$ cat config.mk
export PLATFORM = sky130hd
export DESIGN_NAME = mtm_ctrl
export DESIGN_NICKNAME = d
export VERILOG_FILES = /design/src/design/mtm_pkg.sv /design/src/design/mtm_ctrl.sv
export SDC_FILE = /design/constraint.sdc
export NUM_CORES = 1
export LEC_CHECK = 0
export ABC_AREA = 1
export ABC_CLOCK_PERIOD_IN_PS = 1800
export BUFFER_PORTS_ARGS = -buffer_cell sky130_fd_sc_hd__buf_2
export CORE_AREA = 2 2 39 41
export DETAILED_ROUTE_END_ITERATION = 10
export DIE_AREA = 0 0 41 43
export GPL_TIMING_DRIVEN = 0
export PLACE_DENSITY = 0.49
export SYNTH_ARGS = -nofsm -noshare
export SYNTH_HDL_FRONTEND = slang
export SYNTH_SLANG_ARGS = --single-unit
$ cat constraint.sdc
create_clock -name aclk -period 1.8 [get_ports aclk]
set_clock_uncertainty 0.05 [all_clocks]
set_input_delay 0.36 -clock aclk [delete_from_list [all_inputs] [get_ports aclk]]
set_output_delay 0.36 -clock aclk [all_outputs]
set_load 0.05 [all_outputs]
$ cat src/design/mtm_pkg.sv
// ----------------------------------------------------------------------------
// mtm_pkg: shared types and constants for the message tag matcher
// Event codes, opcodes, controller states and the command/status bundles.
// ----------------------------------------------------------------------------
package mtm_pkg;

    localparam int LIST_DEPTH_DEF = 16;

    typedef enum logic [2:0] {
        EV_STORED    = 3'd0,
        EV_DELIVERED = 3'd1,
        EV_TRUNCATED = 3'd2,
        EV_PASSED    = 3'd3,
        EV_OVERFLOW  = 3'd4
    } event_t;

    localparam logic OP_RECV = 1'b0;
    localparam logic OP_MSG  = 1'b1;

    typedef enum logic [2:0] {
        ST_IDLE,
        ST_SCAN,
        ST_SHIFT,
        ST_DECIDE,
        ST_OUT
    } state_t;

    // List selector: posted tagged, unexpected tagged, posted plain, unexpected plain
    typedef enum logic [1:0] {
        LS_PT = 2'd0,
        LS_UT = 2'd1,
        LS_PP = 2'd2,
        LS_UP = 2'd3
    } list_t;

    typedef struct packed {
        logic load;     // capture the input item
        logic scan;     // compare one entry, advance index on a miss
        logic shift;    // move one entry up, advance index
        logic finish;   // form the result and update counts/append
        logic out_pop;  // result taken
    } cmd_t;

    typedef struct packed {
        logic scan_done;  // scan over (hit or end of list)
        logic hit;        // a match was found
        logic shift_done; // compaction complete
        logic direct;     // item needs no scan (pass through or plain)
    } sts_t;

endpackage

$ cat src/design/mtm_ctrl.sv
// ----------------------------------------------------------------------------
// mtm_ctrl: sequencing controller for the message tag matcher
// Steps each item through capture, list scan, compaction and result.
// ----------------------------------------------------------------------------
module mtm_ctrl (
    input  logic           aclk,
    input  logic           aresetn,
    input  logic           in_valid,
    output logic           in_ready,
    input  logic           out_ready,
    output logic           out_valid,
    input  mtm_pkg::sts_t  sts,
    output mtm_pkg::cmd_t  cmd
);

    mtm_pkg::state_t state_reg, state_next;

    // Hold state
    always_ff @(posedge aclk) begin
        if (!aresetn) begin
            state_reg <= mtm_pkg::ST_IDLE;
        end else begin
            state_reg <= state_next;
        end
    end

    // Next state and commands
    always_comb begin
        state_next = state_reg;
        cmd        = '0;
        in_ready   = 1'b0;
        out_valid  = 1'b0;
        case (state_reg)
            mtm_pkg::ST_IDLE: begin
                in_ready = 1'b1;
                if (in_valid) begin
                    cmd.load   = 1'b1;
                    state_next = mtm_pkg::ST_SCAN;
                end
            end
            mtm_pkg::ST_SCAN: begin
                if (sts.direct) begin
                    state_next = sts.hit ? mtm_pkg::ST_SHIFT : mtm_pkg::ST_DECIDE;
                end else if (sts.scan_done) begin
                    state_next = sts.hit ? mtm_pkg::ST_SHIFT : mtm_pkg::ST_DECIDE;
                end else begin
                    cmd.scan = 1'b1;
                end
            end
            mtm_pkg::ST_SHIFT: begin
                if (sts.shift_done) begin
                    state_next = mtm_pkg::ST_DECIDE;
                end else begin
                    cmd.shift = 1'b1;
                end
            end
            mtm_pkg::ST_DECIDE: begin
                cmd.finish = 1'b1;
                state_next = mtm_pkg::ST_OUT;
            end
            mtm_pkg::ST_OUT: begin
                out_valid = 1'b1;
                if (out_ready) begin
                    cmd.out_pop = 1'b1;
                    state_next  = mtm_pkg::ST_IDLE;
                end
            end
            default: begin
                state_next = mtm_pkg::ST_IDLE;
            end
        endcase
    end

endmodule

# [Word level (Yosys, flattened, before mapping)]
# Cells that the tools add are included.
[word_totals] register_bits=3 inputBits=8 elab_cells=30
[classes] eq_ne=8 muxes=19 reduce_logical=2
[ops] op="3-bit two-way mux" count=5
[ops] op="3-bit case mux with 5 select lines" count=1
[ops] op="1-bit two-way mux" count=13
[ops] op="3-bit by 2-bit equality test with 1-bit output, second input constant" count=2
[ops] op="2-bit != test, second input constant" count=3
[ops] op="4-bit AND reduction" count=1
[ops] op="3-bit by 1-bit equality test with 1-bit output, second input constant" count=1
[ops] op="3-bit equality test, second input constant" count=1
[ops] op="3-bit zero test" count=1
[ops] op="3-bit != test, second input constant" count=1

# [Logic depth before layout (Yosys ltp)]
[depth] word_depth=4 mapped_depth=7 mapped_depth_nobuf=7

# [Least setup slack after synthesis]
# OpenSTA, ideal clock, no wires.
[synth_path] kind="reg-to-output" startpoint="register state_reg[2]" endpoint="output port cmd[0] (netlist name)" arrival_time_ps=1975 t_required_ps=1390 slack_ps=-585 stages_incl_launch_ff=3 path_buffers=0 path_cell_list="dfxtp_1 > inv_2 > nor4_1"
[synth_lines] item="start: declaration" line_no="mtm_ctrl.sv:16" source="mtm_pkg::state_t state_reg, state_next;"
[synth_lines] item="start signal: assignment" line_no="mtm_ctrl.sv:21" source="state_reg <= mtm_pkg::ST_IDLE;"
[synth_lines] item="start signal: assignment" line_no="mtm_ctrl.sv:23" source="state_reg <= state_next;"
[synth_lines] item="end: declaration" line_no="mtm_ctrl.sv:13" source="output mtm_pkg::cmd_t cmd"

==> load_flow_metrics.sql <==
INSERT INTO impl_metrics (metric_group, metric, value, unit) VALUES
('placed_design', 'gp_routability_congestion', '0.770', ''),
('final_layout', 'final-instance-count-excl-fill', '78', ''),
('clock_network', 'cts-buffers-inserted', '3', ''),
('logic_synthesis', 'yosys.area_share.simple', '54.0', '%'),
('setup_path', 'critical_path.max_fanout', '6', ''),
('power', 'power.density_cell_area', '1650', 'nW/um^2'),
('final_layout', 'num-fill-cells', '160', ''),
('setup_path', 'r2r_depth', '7', ''),
('logic_synthesis', 'xor_and_xnor_fraction_of_the_mapped_netlist_area', '0', '%'),
('logic_synthesis', 'synth.avg_cell_area', '5.74', 'sq um'),
('detailed_routing', 'drt-vias-per-instance', '3.95', ''),
('worst_hold_path', 'hold_class', 'input port to flop', ''),
('detailed_routing', 'drt-total-wl', '618', 'microns'),
('job', 'drv.max_cap_violation_count', '0', ''),
('worst_hold_path', 'timing.hold.worst_path_depth', '3', ''),
('worst_hold_path', 'holdPathEnd', 'state_reg[1]', ''),
('logic_synthesis', 'synth_adder_area_share', '0', '%'),
('final_layout', 'areaGrowthSynthToFinish', '51.5', '%'),
('global_route', 'antenna_violations_before_repair', '0', ''),
('global_route', 'grt_pass1_vias', '248', ''),
('setup_path', 'crit_type', 'flop to output pin', ''),
('detailed_routing', 'drtIter0Drc', '3', ''),
('clock_network', 'cts.clk_slew.worst_paths', '0.03', 'ns'),
('placed_design', 'post-dp-hpwl', '509', 'microns'),
('floorplanning', 'ios', '15', ''),
('final_layout', 'drive_above_1_share', '45.2', '%'),
('floorplanning', 'core-area', '1380', 'sq um'),
('sta', 'slew_headroom', '83.4', '%'),
('logic_synthesis', 'synth-seq-area-share', '23.8', '%'),
('clock_network', 'cts_hold_buffers', '0', ''),
('clock_network', 'tritoncts', 'built', ''),
('sta', 'final-setup-viol-count', '0', ''),
('final_layout', 'diodes', '0', ''),
('clock_network', 'cts_root_buf', 'sky130_fd_sc_hd__clkbuf_4', ''),
('global_route', 'grt_pass1_wl', '972', 'microns'),
('floorplanning', 'fp.dieArea', '1760', 'sq um'),
('logic_synthesis', 'syn_std_cell_area', '253', 'sq um'),
('sta', 'post-route-period-util', '93.0', '%'),
('floorplanning', 'initial_utilization', '18.3', '%'),
('final_layout', 'largest_register_ff_count', '3', ''),
('sta', 'fmaxAchievable', '0.597', 'GHz'),
('placed_design', 'place.detailed.instances', '74', ''),
('outcome', 'outcome', 'complete, no violations', ''),
('logic_synthesis', 'yosys_warnings', '0', ''),
('logic_synthesis', 'synthesized_flop_and_latch_total', '3', ''),
('logic_synthesis', 'netlist_instances', '44', ''),
('sta', 'fin_hold_viols', '0', ''),
('setup_path', 'setup.worst_path.start_class', 'flop', ''),
('clock_network', 'cts_htree_levels', '1', ''),
('sta', 'transition_time_at_the_pin_with_the_least_slew_margin', '0.251', 'ns'),
('logic_synthesis', 'synth_top_family_by_area', 'simple AND/OR/NAND/NOR gates', ''),
('logic_synthesis', 'post_synth_num_cell_types', '14', ''),
('clock_network', 'clk_latency', '0.23', 'ns'),
('setup_path', 'worst_setup_path_end_kind', 'output pin', ''),
('placed_design', 'detailed_place.area', '354', 'sq um'),
('power', 'leakage_power_figure', '0.237', 'nW'),
('clock_network', 'clock_sink_count', '3', ''),
('floorplanning', 'die_height', '43', 'microns'),
('floorplanning', 'core.rowCount', '14', ''),
('logic_synthesis', 'post_synth_mux_area_share', '0', '%'),
('detailed_routing', 'remaining_drc_errors', '0', ''),
('global_route', 'total_track_usage', '8.01', '%'),
('detailed_routing', 'vias', '308', ''),
('power', 'worst_case_vdd_ir_drop', '0.504', 'mV'),
('floorplanning', 'chipWidth', '41', 'microns'),
('sta', 'rsz0062_at_grt', 'no', ''),
('global_route', 'grt_max_degree', '8', ''),
('setup_path', 'critical_path_arrival', '1.26', 'ns'),
('sta', 'timing.final.crit_period', '1.67', 'ns'),
('setup_path', 'regToRegSetupSlack', '0.66', 'ns'),
('logic_synthesis', 'synthesis.nets', '52', '');
repair_timing:
item	CTS	global route
resized for setup	0	2
buffers inserted	0	0
setup endpoints to repair	0	3
power breakdown:
| group | leakage (nW) | internal (W) | switching [W] |
|---|---|---|---|
| combinational | 0.196 | 0.000105 | 0.000270 |
| clock | 0.0150 | 0.0000829 | 0.0000314 |
| sequential | 0.0253 | 0.0000939 | 0.0000463 |
cells in the mapped netlist, drive strengths merged:
master  count  area (sq um)
nand2      10          40.0
nor2       13          53.8
o21bai      2          15.0
dfxtp       3          60.1
a21boi      1          7.51
nor3        1          5.00
inv         9          33.8
nand4       1          6.26
nand3       3          25.0
nor4        1          6.26
layer usage:
layer,GRT usage (%),share of wire [%],vias up
li1,-,-,172
met1,11.5,48,126
met2,10.0,44,10
met3,1.57,7.6,0
met4,6.00,0,0
met5,0,0,-
cell type report:
cell class,instances,area share [%]
Inverter,9,8.82
Sequential cell,3,16.3
Tap cell,16,5.23
Multi-Input combinational cell,32,44.4
Timing Repair Buffer,14,18.3
Clock buffer,4,6.86
cells in the final DEF (no fill, tap or decap):
| cell type | count |
|---|---|
| sky130_fd_sc_hd__a21boi_0 | 1 |
| sky130_fd_sc_hd__nand4_1 | 1 |
| sky130_fd_sc_hd__dfxtp_1 | 1 |
| sky130_fd_sc_hd__buf_2 | 14 |
| sky130_fd_sc_hd__o21bai_1 | 2 |
| sky130_fd_sc_hd__clkbuf_4 | 3 |
| sky130_fd_sc_hd__nand2_1 | 9 |
| sky130_fd_sc_hd__nor2_2 | 2 |
| sky130_fd_sc_hd__nand3_1 | 1 |
| sky130_fd_sc_hd__inv_1 | 7 |
| sky130_fd_sc_hd__nor2_1 | 11 |
| sky130_fd_sc_hd__inv_2 | 2 |
| sky130_fd_sc_hd__nor3_2 | 1 |
| sky130_fd_sc_hd__nand3_2 | 2 |
| sky130_fd_sc_hd__clkbuf_1 | 1 |
| sky130_fd_sc_hd__dfxtp_2 | 2 |
| sky130_fd_sc_hd__nor4_2 | 1 |
| sky130_fd_sc_hd__nand2_2 | 1 |
worst max-delay path, stage by stage, from the launching register on:
cell,delay [ns]
sky130_fd_sc_hd__dfxtp_2,0.39
sky130_fd_sc_hd__inv_1,0.08
sky130_fd_sc_hd__nor2_2,0.15
sky130_fd_sc_hd__nand3_2,0.11
sky130_fd_sc_hd__inv_1,0.06
sky130_fd_sc_hd__buf_2,0.25
cell families after synthesis:
logic type	Yosys count
flip-flops	3
buffers and inverters	9
AND/OR/NAND/NOR	29
AO/OA/AOI/OAI	3
worst max path at each step:
stage | startpoint | end | slack (ns) | cells past startpoint
6_report | state_reg[0] | cmd[3] | 0.13 | 5
5_1_grt | state_reg[0] | cmd[3] | 0.004 | 5
4_1_cts | state_reg[0] | cmd[3] | 0.001 | 5
3_5_place_dp | state_reg[0] | cmd[3] | 0.25 | 5
3_3_place_gp | state_reg[0] | cmd[3] | 0.27 | 5
2_1_floorplan | state_reg[2] | cmd[0] | -0.02 | 2
metrics by stage:
stage / setup TNS (ns) / hold slack (ns) / power (W) / util [%] / setup slack (ns)
finish: 0 / 0.326 / 0.000630 / 27.7 / 0.125
global route: 0 / 0.337 / 0.000689 / 27.7 / 0.00444
CTS: 0 / 0.325 / 0.000636 / 27.5 / 0.00101
detailed placement: 0 / 0.557 / 0.000515 / 25.6 / 0.254
global placement: 0 / 0.549 / 0.000512 / 25.6 / 0.270
floorplan: -0.0211 / 0.430 / 0.000436 / - / -0.0211
No activity file was read; power rests on OpenSTA's default activity.
